$ cat config.mk
export PLATFORM = sky130hd
export DESIGN_NAME = msc_ctrl
export DESIGN_NICKNAME = d
export VERILOG_FILES = /design/src/design/msc_pkg.sv /design/src/design/msc_ctrl.sv
export SDC_FILE = /design/constraint.sdc
export NUM_CORES = 1
export LEC_CHECK = 0
export BUFFER_PORTS_ARGS = -buffer_cell sky130_fd_sc_hd__buf_2
export CORE_MARGIN = 2
export CORE_UTILIZATION = 44
export DETAILED_ROUTE_END_ITERATION = 10
export PLACE_DENSITY_LB_ADDON = 0.1
export SETUP_SLACK_MARGIN = 0.3
export SLEW_MARGIN = 0
export SYNTH_ARGS = -nofsm -noshare
export SYNTH_HDL_FRONTEND = slang
export SYNTH_SLANG_ARGS = --single-unit
$ cat constraint.sdc
create_clock -name clk -period 1.7 [get_ports clk]
set_input_delay 0.17 -clock clk [delete_from_list [all_inputs] [get_ports clk]]
set_output_delay 0.17 -clock clk [all_outputs]
set_load 0.05 [all_outputs]
$ cat src/design/msc_pkg.sv
// shared types and constants of the mean shift change point scan
// no dependencies
package msc_pkg;

	localparam logic [31:0] CRIT_RESET = 32'd196608;
	localparam int MIN_SERIES = 3;

	typedef enum logic [3:0] {
		ST_LOAD, ST_HREQ, ST_HADD, ST_MH, ST_MH_WAIT, ST_MT, ST_MT_WAIT, ST_ACC,
		ST_DRAIN, ST_MUL, ST_MUL_WAIT, ST_CHECK, ST_TDIV_WAIT, ST_SQRT_WAIT,
		ST_UPDATE, ST_FINISH
	} state_t;

	typedef enum logic [1:0] {DIV_MH, DIV_MT, DIV_T} div_sel_t;
	typedef enum logic [2:0] {MUL_KN, MUL_N2, MUL_D1, MUL_D2, MUL_DEN} mul_op_t;
	typedef enum logic [1:0] {T_ZERO, T_SAT, T_ROOT} t_sel_t;

	typedef struct packed {
		logic     load;
		logic     scan_init;
		logic     head_rd;
		logic     head_add;
		logic     k_next;
		logic     div_start;
		div_sel_t div_sel;
		logic     mh_take;
		logic     mt_take;
		logic     acc_clear;
		logic     acc_issue;
		logic     mul_start;
		mul_op_t  mul_op;
		logic     mul_take;
		logic     sqrt_start;
		logic     t_set;
		t_sel_t   t_sel;
		logic     best_update;
		logic     out_short;
		logic     out_result;
	} cmd_t;

	typedef struct packed {
		logic short_series;
		logic div_busy;
		logic mul_busy;
		logic sqrt_busy;
		logic pipe_busy;
		logic i_last;
		logic k_last;
		logic acc_zero;
		logic saturate;
	} sts_t;

endpackage

$ cat src/design/msc_ctrl.sv
// controller: sequences load, per-split means, deviation pass,
// statistic and result beat; uses msc_pkg
module msc_ctrl (
	input  logic          clk,
	input  logic          arst_n,
	input  logic          in_valid,
	input  logic          last_sample,
	input  logic          out_stall,
	output logic          in_stall,
	output logic          out_valid,
	output msc_pkg::cmd_t cmd,
	input  msc_pkg::sts_t sts
);
	import msc_pkg::*;

	state_t  state_q, state_d;
	mul_op_t mul_op_q, mul_op_d;
	logic    out_valid_q;
	logic    accept;

	assign in_stall  = (state_q != ST_LOAD) || (out_valid_q && last_sample);
	assign accept    = in_valid && !in_stall;
	assign out_valid = out_valid_q;

	always_ff @(posedge clk or negedge arst_n) begin
		if (!arst_n) begin
			state_q     <= ST_LOAD;
			mul_op_q    <= MUL_KN;
			out_valid_q <= 1'b0;
		end else begin
			state_q  <= state_d;
			mul_op_q <= mul_op_d;
			if (cmd.out_short || cmd.out_result)
				out_valid_q <= 1'b1;
			else if (!out_stall)
				out_valid_q <= 1'b0;
		end
	end

	// next state
	always_comb begin
		state_d  = state_q;
		mul_op_d = mul_op_q;
		unique case (state_q)
			ST_LOAD:
				if (accept && last_sample && !sts.short_series)
					state_d = ST_HREQ;
			ST_HREQ:    state_d = ST_HADD;
			ST_HADD:    state_d = ST_MH;
			ST_MH:      state_d = ST_MH_WAIT;
			ST_MH_WAIT: if (!sts.div_busy) state_d = ST_MT;
			ST_MT:      state_d = ST_MT_WAIT;
			ST_MT_WAIT: if (!sts.div_busy) state_d = ST_ACC;
			ST_ACC:     if (sts.i_last) state_d = ST_DRAIN;
			ST_DRAIN: begin
				if (!sts.pipe_busy) begin
					state_d  = ST_MUL;
					mul_op_d = MUL_KN;
				end
			end
			ST_MUL:     state_d = ST_MUL_WAIT;
			ST_MUL_WAIT: begin
				if (!sts.mul_busy) begin
					unique case (mul_op_q)
						MUL_KN:  begin mul_op_d = MUL_N2; state_d = ST_MUL; end
						MUL_N2:  begin mul_op_d = MUL_D1; state_d = ST_MUL; end
						MUL_D1:  begin mul_op_d = MUL_D2; state_d = ST_MUL; end
						MUL_D2:  begin mul_op_d = MUL_DEN; state_d = ST_MUL; end
						default: state_d = ST_CHECK;
					endcase
				end
			end
			ST_CHECK: begin
				priority if (sts.acc_zero || sts.saturate)
					state_d = ST_UPDATE;
				else
					state_d = ST_TDIV_WAIT;
			end
			ST_TDIV_WAIT: if (!sts.div_busy) state_d = ST_SQRT_WAIT;
			ST_SQRT_WAIT: if (!sts.sqrt_busy) state_d = ST_UPDATE;
			ST_UPDATE:    state_d = sts.k_last ? ST_FINISH : ST_HREQ;
			ST_FINISH:    if (!out_valid_q || !out_stall) state_d = ST_LOAD;
			default:      state_d = ST_LOAD;
		endcase
	end

	// commands
	always_comb begin
		cmd = '0;
		cmd.mul_op = mul_op_q;
		unique case (state_q)
			ST_LOAD: begin
				cmd.load = accept;
				if (accept && last_sample) begin
					cmd.out_short = sts.short_series;
					cmd.scan_init = !sts.short_series;
				end
			end
			ST_HREQ: cmd.head_rd = 1'b1;
			ST_HADD: cmd.head_add = 1'b1;
			ST_MH: begin
				cmd.div_start = 1'b1;
				cmd.div_sel   = DIV_MH;
			end
			ST_MH_WAIT: cmd.mh_take = !sts.div_busy;
			ST_MT: begin
				cmd.div_start = 1'b1;
				cmd.div_sel   = DIV_MT;
			end
			ST_MT_WAIT: begin
				cmd.mt_take   = !sts.div_busy;
				cmd.acc_clear = !sts.div_busy;
			end
			ST_ACC:      cmd.acc_issue = 1'b1;
			ST_MUL:      cmd.mul_start = 1'b1;
			ST_MUL_WAIT: cmd.mul_take = !sts.mul_busy;
			ST_CHECK: begin
				cmd.div_sel = DIV_T;
				priority if (sts.acc_zero) begin
					cmd.t_set = 1'b1;
					cmd.t_sel = T_ZERO;
				end else if (sts.saturate) begin
					cmd.t_set = 1'b1;
					cmd.t_sel = T_SAT;
				end else begin
					cmd.div_start = 1'b1;
				end
			end
			ST_TDIV_WAIT: cmd.sqrt_start = !sts.div_busy;
			ST_SQRT_WAIT: begin
				cmd.t_set = !sts.sqrt_busy;
				cmd.t_sel = T_ROOT;
			end
			ST_UPDATE: begin
				cmd.best_update = 1'b1;
				cmd.k_next      = !sts.k_last;
			end
			ST_FINISH: cmd.out_result = !out_valid_q || !out_stall;
			default: ;
		endcase
	end

endmodule

==> run summary, run 1 <==
Yosys reg bits: 8
Post CTS Setup Buffer Count: 23
Boundary pin count: 40
Synthesized area per cell: 7.43 µm²
H-tree levels: 1
Hold_buf cts: 1
Syn Inst Count: 101
Clock root cell: clkbuf_4
Top cell type by total area after synthesis: dfrtp_1
Yosys top cell area share: 26.7%
CTS Sinks: 8
Clock Path Buffers: 2
Die span in y: 45.3 µm
Gpl congestion: 0.936
I/O Buffers: 39
Syn. warnings: 0
Stop stage: clock tree synthesis
FP Rows: 14
Synth unique cells: 34
DP Wirelength: 1.69 mm
Log Error: [ERROR DPL-0038] Utilization greater than 100%, impossible to legalize
Mapped Area: 751 µm²
Outcome: stopped before the end
Sequential area share after synthesis: 26.7%
CTS buffer count: 3
Synth top area cells: dfrtp_1, nor2_1, nand2_1
Chip width: 45.3 µm
Initial Utilization: 48.2%
# resized after CTS: 83
Post-Syn Nets: 115
cell families after synthesis:
group | after synthesis | share of synthesized area, %
compound gates | 27 | 23.0
mux | 2 | 2.83
simple gates | 49 | 36.5
flops | 8 | 26.7
buf+inv | 15 | 11.0
cells in the mapped netlist:
cell type,instances
buf_2,3
a21oi_1,8
a32o_1,2
nand2b_4,1
and3_1,2
nand3b_1,2
nor4_2,2
and2_1,2
or2_1,1
o21ai_0,5
a41oi_1,1
nand3_2,1
inv_1,6
o31ai_1,2
a31oi_1,3
mux2_2,1
a211oi_1,2
mux2i_1,1
nor4_1,3
nor3_1,5
clkbuf_1,2
nand2_1,11
buf_6,2
o41ai_1,1
nor2_1,12
o211ai_1,2
nand4_1,1
buf_4,2
o22ai_1,1
nor2_4,1
dfrtp_1,8
nor4b_1,1
nand2b_1,2
nand3_1,2
metrics by stage:
stage	instances	worst slack (ns)	util, %	hold slack, ns	area [µm²]
floorplan	101	0.100	-	-0.126	955
global placement	154	0.124	71.3	0.0105	1110
detailed placement	154	0.107	71.3	0.0195	1110
==> run 2: changes to the inputs <==
--- a/config.mk
+++ b/config.mk
@@ -6,11 +6,10 @@
 export NUM_CORES = 1
 export LEC_CHECK = 0
 export BUFFER_PORTS_ARGS = -buffer_cell sky130_fd_sc_hd__buf_2
-export CORE_MARGIN = 2
-export CORE_UTILIZATION = 44
+export CORE_AREA = 2 2 63 65
 export DETAILED_ROUTE_END_ITERATION = 10
-export PLACE_DENSITY_LB_ADDON = 0.1
-export SETUP_SLACK_MARGIN = 0.3
+export DIE_AREA = 0 0 65 67
+export PLACE_DENSITY_LB_ADDON = 0.15
 export SLEW_MARGIN = 0
 export SYNTH_ARGS = -nofsm -noshare
 export SYNTH_HDL_FRONTEND = slang
==> run 2 against run 1 <==
Synthesized cell count did not move. The flow now finishes without violations. Area after synthesis did not move.
==> run summary, run 2 <==
Finished Layout Cells: 192
WL final: 2.45 mm
Top cell type by total area after synthesis: dfrtp_1
Worst EP arrival: 1.46 ns
Sequential area share after synthesis: 26.7% (unchanged)
Outcome: finished, final reports clean
Drt first pass iters: 4
Max-Cap Viols: 0
R2R depth: 5
Most frequent cells in the layout: buf_2, buf_4, nor2_1, nand2_1, a21oi_1
Fin. Hold Viols: 0
Synthesized area per cell: 7.43 µm² (unchanged)
Top reg by flops: state_q
Pin count of the biggest net entering global routing: 14
Vias in the first global route: 821
Chip width: 65 µm (+43%)
Initial antenna violation count: 0
Clock transition at path regs: 0.04 ns
Share of post-route cells with drive strength above 1: 50.7%
Detail Route Antenna Nets: 0
Finished Cell Area: 1180 µm²
Post-Syn Nets: 115 (unchanged)
# diodes: 0
Die span in y: 67 µm (+48%)
Fin crit period: 1.63 ns
Synth top area cells: dfrtp_1, nor2_1, nand2_1
Synth unique cells: 34 (unchanged)
Unrepaired setup endpoints after global routing: yes
RR Startpoint: state_q[0]$_DFFE_PN0P_
Final total power: 2.35 mW
Routed len/inst: 12.8 µm
Gpl congestion: 0.826 (-12%)
Cell Area, Placed: 1060 µm² (-4.3%)
Vias per std cell: 4.69
Worst Skew: 0.00277 ns
Max FO, Critical Path: 10
I/O Buffers: 39 (unchanged)
Syn. warnings: 0 (unchanged)
Clock root cell: clkbuf_8
Commonest non-fill, non-tap cell in the layout: buf_2
Pwr Density: 2000 nW/µm²
Worst Tran Pin Value: 0.328 ns
DP Wirelength: 2.01 mm (+19%)
Start point of the worst hold path: out_stall
Syn Inst Count: 101 (unchanged)
Final hold slack: 0.217 ns
Clock Path Buffers: 2 (unchanged)
CTS buffer count: 3 (unchanged)
Total die area: 4360 µm²
Mapped Area: 751 µm² (unchanged)
FP Rows: 22 (+8)
P&R area growth vs syn: 56.7%
Max rail drop VDD: 0.735 mV
Dpl cells: 186 (+21%)
Worst relative slew slack: 77.8%
Overall Global Routing Usage: 11.2%
Via count: 901
Final Max Slew Viols: 0
Hold Path Depth: 3
Required @ worst endpoint: 1.53 ns
Core area: 3610 µm²
Yosys reg bits: 8 (unchanged)
Clk_lat worst skew: 0.22 ns
Post-synth EDFFs: 0 (unchanged)
Boundary pin count: 40 (unchanged)
CTS tree: yes
Leakage: 0.539 nW
Async S/R FF share, synth: 100% (unchanged)
Worst R2R End: state_q[2]$_DFFE_PN0P_
First-pass GRT wire length: 3.78 mm
# setup viols final: 0
Worst Hold End: out_valid$_DFFE_PN0P_
Max reg flops: 4
H-tree levels: 1 (unchanged)
Reg2reg setup slack: 0.21 ns
HP Class: input port to flip-flop
CTS Sinks: 8 (unchanged)
Crit Path Class: flip-flop to output pin
Worst Setup Start Kind: flip-flop
Ys flop type: dfrtp_1
Yosys top cell area share: 26.7% (unchanged)
DR iter-0 viols: 31
DRC viols: 0
Synth top cells by count: nor2_1, nand2_1, a21oi_1, dfrtp_1, inv_1
Final nets: 160
Pre-CTS WS: 0.115 ns (+0.00872 ns)
Initial Utilization: 20.8% (-27 points)
Final worst slack: 0.0673 ns
Fin crit share: 96.0%
Fmax: 0.612 GHz
Crit. End Element: output pin
Cell with the most instances after synthesis: nor2_1
Total grt overflow: 0
run 2: cell counts after synthesis:
Identical to the previous run, type by type.
run 2: logic make-up (layout without fill, tap and decap cells):
logic type / count (synthesis) / in the layout / share of synthesized area, %
simple gates: 49 / 49 / 36.5
compound gates: 27 / 27 / 23.0
buf+inv: 15 / 58 / 11.0
flops: 8 / 8 / 26.7
mux: 2 / 2 / 2.83
run 2: routing by layer:
metal / vias to the layer above / global-route usage, % / share of wire (%) / wire length [µm]
met4: 0 / 3.19 / 0.33 / 8
met1: 423 / 14.0 / 47 / 1150
li1: 450 / - / - / -
met3: 2 / 3.04 / 6.2 / 153
met5: - / 0 / 0 / 0
met2: 26 / 18.8 / 47 / 1140
run 2: worst max-delay path, stage by stage (launching register included):
cell and delay [ns]:
dfrtp_2 0.49, nor4_4 0.34, and3_1 0.22, buf_4 0.20
run 2: layout make-up:
cell class / count / area, µm²
Inverter: 6 / 22.5
Sequential cell: 8 / 205
Multi-Input combinational cell: 78 / 548
Timing Repair Buffer: 49 / 299
Clock buffer: 3 / 41.3
Tap cell: 48 / 60.1
Fill cell: 394 / 2430
run 2: through the flow:
step	utilization [%]	setup TNS (ns)
finish	32.6	0
global route	32.6	-0.0283
CTS	31.4	0
detailed placement	29.5	0
global placement	29.5	0
floorplan	-	-1.12
run 2: where the power goes:
part	internal [mW]	switching, mW
registers	0.286	0.193
logic	0.522	1.13
clock network	0.153	0.0672
total	0.961	1.39
run 2: what timing repair did:
action / 4_1_cts / 5_1_grt
hold buffers: 1 / 0
gates resized for setup: 8 / 13
setup endpoints to repair: 10 / 14
hold endpoints to repair: 8 / 0
setup buffers: 0 / 2
run 2: worst max path at each step:
stage                           startpoint                      to  slack [ns]  depth (start not counted)
finish              state_q[0]$_DFFE_PN0P_                  cmd[1]        0.07                          3
global route        state_q[1]$_DFFE_PN0P_                  cmd[5]       -0.02                          5
CTS                 state_q[3]$_DFFE_PN0P_                 cmd[18]       0.008                          5
detailed placement  state_q[1]$_DFFE_PN0P_                  cmd[5]        0.12                          5
global placement    state_q[0]$_DFFE_PN0P_  state_q[2]$_DFFE_PN0P_        0.15                          5
floorplan           state_q[1]$_DFFE_PN0P_                  cmd[3]       -0.24                          4
Power figures use the tool's default switching activity.
==> run 3: changes to the inputs <==
--- a/config.mk
+++ b/config.mk
@@ -5,10 +5,10 @@
 export SDC_FILE = /design/constraint.sdc
 export NUM_CORES = 1
 export LEC_CHECK = 0
-export BUFFER_PORTS_ARGS = -buffer_cell sky130_fd_sc_hd__buf_2
 export CORE_AREA = 2 2 63 65
 export DETAILED_ROUTE_END_ITERATION = 10
 export DIE_AREA = 0 0 65 67
+export DONT_BUFFER_PORTS = 1
 export PLACE_DENSITY_LB_ADDON = 0.15
 export SLEW_MARGIN = 0
 export SYNTH_ARGS = -nofsm -noshare
==> run 3 against run 2 <==
Combinational power grew 30%. Hold slack lost 0.11 ns. Wire length is 9.3% higher. Sequential power is 8.7% lower. Global-route usage rose by 2.0 points. Critical path type unchanged. Clock power is 5% higher. Sequential cell count is the same. Highest routed layer unchanged.
==> run summary, run 3 (synthesis results as in run 2) <==
Gpl congestion: 0.782 (-5.3%)
# setup viols final: 0 (unchanged)
Initial antenna violation count: 0 (unchanged)
WL final: 2.68 mm (+9.3%)
Outcome: finished, final reports clean
Chip width: 65 µm (unchanged)
Die span in y: 67 µm (unchanged)
Worst relative slew slack: 73.1% (-4.8 points)
Final nets: 157 (-1.9%)
Clk_lat worst skew: 0.23 ns (about the same)
Final Max Slew Viols: 0 (unchanged)
P&R area growth vs syn: 86.5%
Core area: 3610 µm² (unchanged)
Vias per std cell: 4.95 (+5.4%)
Pin count of the biggest net entering global routing: 19 (+5)
Critical path cell sequence: buf_12, nand2b_4, or2_4, nor2_4, buf_12
Initial Utilization: 20.8% (unchanged)
Fin crit share: 96.7% (+0.63 points)
Via count: 935 (+3.8%)
Worst Setup Start Kind: flip-flop
Worst Skew: 0.00305 ns (+0.000280 ns)
Final worst slack: 0.0565 ns (-0.0108 ns)
R2R depth: 6 (+1)
Worst Tran Pin Value: 0.403 ns (+0.0745 ns)
Fmax: 0.608 GHz (-0.66%)
Clock Path Buffers: 2 (unchanged)
Total grt overflow: 0 (unchanged)
Finished Layout Cells: 189 (-1.6%)
Vias in the first global route: 908 (+11%)
Most frequent cells in the layout: buf_4, nand2_1, nor2_1, buf_12, a21oi_1
Top reg by flops: state_q
Total die area: 4360 µm² (unchanged)
Boundary pin count: 40 (unchanged)
DR iter-0 viols: 25 (-19%)
Crit-path most repeated cell: buf_12
Worst EP arrival: 1.47 ns (about the same)
FP Rows: 22 (unchanged)
# diodes: 0 (unchanged)
Fin crit period: 1.64 ns (+0.0108 ns)
Share of post-route cells with drive strength above 1: 51.8% (+1.1 points)
Detail Route Antenna Nets: 0 (unchanged)
Clock root cell: clkbuf_8
Crit path max-delay family: simple AND/OR/NAND/NOR gates
Fin. Hold Viols: 0 (unchanged)
Dpl cells: 175 (-5.9%)
Pwr Density: 2010 nW/µm² (+0.56%)
Leakage: 0.578 nW (+7.2%)
DP Wirelength: 1.98 mm (-1.4%)
DRC viols: 0 (unchanged)
Max reg flops: 4 (unchanged)
Crit Path Class: flip-flop to output pin
Final total power: 2.82 mW (+20%)
Worst Path Buf+Inv: 2 (+1)
Max FO, Critical Path: 5 (-5)
Crit. End Element: output pin
Commonest non-fill, non-tap cell in the layout: buf_4
Slowest cell on crit path: dfrtp_2
CTS tree: yes
HP Class: input port to flip-flop
Critical Path Stages: 5 (+2)
Core Util, Final: 38.8% (+6.2 points)
Overall Global Routing Usage: 13.1% (+2.0 points)
CP max stage delay: 0.44 ns (-0.05 ns)
Routed len/inst: 14.2 µm (+11%)
Clock transition at path regs: 0.04 ns (about the same)
Pre-CTS WS: 0.172 ns (+0.0570 ns)
Required @ worst endpoint: 1.53 ns (about the same)
I/O Buffers: 0 (-100%)
CTS Sinks: 8 (unchanged)
First-pass GRT wire length: 4.39 mm (+16%)
Max rail drop VDD: 0.818 mV (+11%)
CTS buffer count: 3 (unchanged)
Cell Area, Placed: 1210 µm² (+14%)
Hold Path Depth: 2 (-1)
Max-Cap Viols: 0 (unchanged)
Drt first pass iters: 4 (unchanged)
Unrepaired setup endpoints after global routing: yes
H-tree levels: 1 (unchanged)
Finished Cell Area: 1400 µm² (+19%)
==> run 3: cell count changes in the layout (fill, tap and decap cells not counted), moves of 2 or more <==
cell,previous run,this run
and3_1,2,0
and3_4,0,2
buf_12,0,10
buf_2,30,0
buf_4,17,33
==> run 3: worst register-to-register path, stage by stage, from the launching register on <==
cell and delay (ns):
dfrtp_2 0.44, buf_12 0.14, buf_4 0.14, nand4_1 0.13, nor2_1 0.09, a211oi_1 0.30, a31oi_1 0.12
==> run 3: worst paths after layout <==
check / slack, ns / start / end
setup / recovery: 0.06 / state_q[0]$_DFFE_PN0P_ / cmd[7]
min in group asynchronous: 0.30 / arst_n / mul_op_q[0]$_DFFE_PN0P_
hold reg to reg: 0.60 / out_valid$_DFFE_PN0P_ / out_valid$_DFFE_PN0P_
max in group asynchronous: 1.09 / arst_n / state_q[0]$_DFFE_PN0P_
hold / removal: 0.10 / out_stall / out_valid$_DFFE_PN0P_
setup reg to reg: 0.20 / state_q[0]$_DFFE_PN0P_ / state_q[2]$_DFFE_PN0P_
==> run 3: report_power, final <==
| group | switching, mW | internal, mW | total (mW) |
|---|---|---|---|
| clock | 0.0784 | 0.154 | 0.232 |
| combinational | 1.26 | 0.889 | 2.15 |
| sequential | 0.152 | 0.286 | 0.438 |
==> run 3: final cells by class <==
type,instances,area [µm²]
clock buffers,3,41.3
fillers,377,2210
inverters,6,22.5
multi-input cells,78,577
flip-flops and latches,8,205
well taps,48,60.1
repair buffers,46,494
==> run 3: timing repair <==
| action | CTS | global route |
|---|---|---|
| gates resized for setup | 5 | 7 |
| hold buffers | 1 | 0 |
| pin swaps | 0 | 2 |
| gates cloned | 0 | 1 |
| endpoints found under the setup margin | 7 | 12 |
| setup buffers | 0 | 9 |
| endpoints found under the hold margin | 8 | 0 |
==> run 3: through the flow <==
stage | hold slack [ns] | TNS, ns
CTS | 0.103 | -0.0170
global route | 0.126 | -0.0285
finish | 0.104 | 0
floorplan | -0.126 | -1.12
detailed placement | -0.125 | 0
global placement | -0.125 | 0
==> run 3: routing by layer <==
layer	part of all wire, %	up-vias	global-route usage [%]
li1	-	448	-
met1	39	433	15.5
met2	51	48	22.2
met3	8.5	6	3.55
met4	1.6	0	6.12
met5	0	-	0
==> run 4: changes to the inputs <==
--- a/config.mk
+++ b/config.mk
@@ -5,6 +5,8 @@
 export SDC_FILE = /design/constraint.sdc
 export NUM_CORES = 1
 export LEC_CHECK = 0
+export CELL_PAD_IN_SITES_DETAIL_PLACEMENT = 1
+export CELL_PAD_IN_SITES_GLOBAL_PLACEMENT = 1
 export CORE_AREA = 2 2 63 65
 export DETAILED_ROUTE_END_ITERATION = 10
 export DIE_AREA = 0 0 65 67
==> run 4 against run 3 <==
Clock-buffer cell count unchanged. Via count down 2.6%. Total power is 4.2% lower. Utilization down 1.7 points. Fmax is 0.49% lower. Hold slack better by 0.0056 ns. Sequential share of layout area rose by 0.66 points. Largest cell class unchanged. Clock power hardly changed. Cell area is 4.3% lower.
==> run summary, run 4 (synthesis results as in run 2) <==
Cell Area, Placed: 1190 µm² (-1.7%)
Finished Cell Area: 1340 µm² (-4.3%)
Share of post-route cells with drive strength above 1: 49.3% (-2.5 points)
Worst Skew: 0.00446 ns (+0.00141 ns)
Commonest non-fill, non-tap cell in the layout: buf_4
Vias in the first global route: 905 (-0.33%)
Top Metal Used: met4
Leakage: 0.556 nW (-3.9%)
Boundary pin count: 40 (unchanged)
Worst EP arrival: 1.48 ns (about the same)
CTS buffer count: 3 (unchanged)
CTS Sinks: 8 (unchanged)
WL final: 2.85 mm (+6.4%)
Combinational Power Share: 74.8% (-1.4 points)
Reg2reg setup slack: 0.17 ns (-0.03 ns)
Switch Pwr: 1.48 mW (-0.61%)
FP Rows: 22 (unchanged)
Gpl congestion: 0.871 (+11%)
I/O Buffers: 0 (unchanged)
Final nets: 156 (-0.64%)
P&R area growth vs syn: 78.5%
Outcome: finished, final reports clean
H-tree levels: 1 (unchanged)
Initial Utilization: 20.8% (unchanged)
Drt first pass iters: 4 (unchanged)
Most frequent cells in the layout: buf_4, nand2_1, nor2_1, buf_12, a21oi_1
Pint: 1.22 mW (-8.3%)
HP Class: input port to flip-flop
Chip width: 65 µm (unchanged)
Sequential Power Share: 16.6% (+1.1 points)
Worst Tran Pin Value: 0.389 ns (-0.0134 ns)
Overall Global Routing Usage: 13.3% (+0.15 points)
Core area: 3610 µm² (unchanged)
Final Max Slew Viols: 0 (unchanged)
DP Wirelength: 2.23 mm (+12%)
Sw frac: 54.9% (+2.0 points)
Max-Cap Viols: 0 (unchanged)
DRC viols: 0 (unchanged)
# setup viols final: 0 (unchanged)
Top reg by flops: state_q
Routed len/inst: 15.2 µm (+6.9%)
R2R depth: 5 (-1)
CTS tree: yes
Via count: 911 (-2.6%)
Finished Layout Cells: 188 (-0.53%)
Fmax: 0.605 GHz (-0.49%)
Routed wl met2: 1.51 mm (+11%)
Clock root cell: clkbuf_8
Metal3 WL: 157 µm (-31%)
Pin count of the biggest net entering global routing: 15 (-4)
First-pass GRT wire length: 4.36 mm (-0.64%)
Total die area: 4360 µm² (unchanged)
Crit Path Class: flip-flop to output pin
Clk_lat worst skew: 0.23 ns (about the same)
Max reg flops: 4 (unchanged)
Initial antenna violation count: 0 (unchanged)
Clock Path Buffers: 2 (unchanged)
Core Util, Final: 37.2% (-1.7 points)
Vias per std cell: 4.85 (-2.0%)
Die span in y: 67 µm (unchanged)
Final hold slack: 0.110 ns (+0.00565 ns)
Crit. End Element: output pin
Metal-1 WL: 1.13 mm (+7.1%)
Total negative slack: 0 ns (unchanged)
Dpl cells: 174 (-0.57%)
Pwr Density: 2010 nW/µm² (about the same)
Worst Setup Start Kind: flip-flop
Fin crit share: 97.2% (+0.48 points)
Max rail drop VDD: 0.837 mV (+2.3%)
Max FO, Critical Path: 8 (+3)
# diodes: 0 (unchanged)
Part of the power in the clock network: 8.6% (+0.4 points)
Total grt overflow: 0 (unchanged)
Fin. Hold Viols: 0 (unchanged)
Hold Path Depth: 2 (unchanged)
DR iter-0 viols: 16 (-36%)
Clock transition at path regs: 0.04 ns (about the same)
Required @ worst endpoint: 1.53 ns (about the same)
Detail Route Antenna Nets: 0 (unchanged)
Fin crit period: 1.65 ns (+0.00810 ns)
Worst relative slew slack: 74.0% (+0.90 points)
## run 4: path summary, 6_finish.rpt
kind	start	to
min in group asynchronous	arst_n	out_valid$_DFFE_PN0P_
max in group asynchronous	arst_n	state_q[1]$_DFFE_PN0P_
max reg2reg	state_q[1]$_DFFE_PN0P_	state_q[1]$_DFFE_PN0P_
min reg2reg	out_valid$_DFFE_PN0P_	out_valid$_DFFE_PN0P_
min	out_stall	out_valid$_DFFE_PN0P_
max	state_q[3]$_DFFE_PN0P_	cmd[23]
## run 4: layer usage
metal / GRT usage, % / vias up
met1: 14.4 / 435
met2: 24.1 / 30
met3: 3.72 / 7
li1: - / 439
met5: 0 / -
met4: 5.85 / 0
## run 4: final cells by class
type | instances | area, µm²
Sequential cell | 8 | 205
Inverter | 6 | 22.5
Timing Repair Buffer | 45 | 454
Tap cell | 48 | 60.1
Multi-Input combinational cell | 78 | 557
Fill cell | 435 | 2270
Clock buffer | 3 | 41.3
## run 4: power groups by stage
stage          Sequential (mW)  Combinational [mW]  Clock [mW]
3_3_place_gp             0.464                1.77           0
4_1_cts                  0.481                1.87       0.241
2_1_floorplan            0.465                1.20           0
3_5_place_dp             0.472                1.79           0
6_report                 0.449                2.02       0.232
5_1_grt                  0.469                2.15       0.251
## run 4: repair_timing
action / 4_1_cts / 5_1_grt
setup buffers: 2 / 8
endpoints found under the setup margin: 17 / 9
pin swaps: 0 / 1
resized for setup: 6 / 2
hold buffers: 1 / 0
endpoints found under the hold margin: 8 / 0
## run 4: stage by stage
stage	total power, mW	worst slack [ns]
2_1_floorplan	1.66	-0.236
3_3_place_gp	2.24	0.148
3_5_place_dp	2.26	0.0919
4_1_cts	2.59	0.0108
5_1_grt	2.87	-0.0247
6_report	2.70	0.0484
## run 4: critical path: stages (launching register included)
cell and delay (ns):
dfrtp_2 0.46, buf_4 0.19, nor4_4 0.19, and3_1 0.26, buf_12 0.15
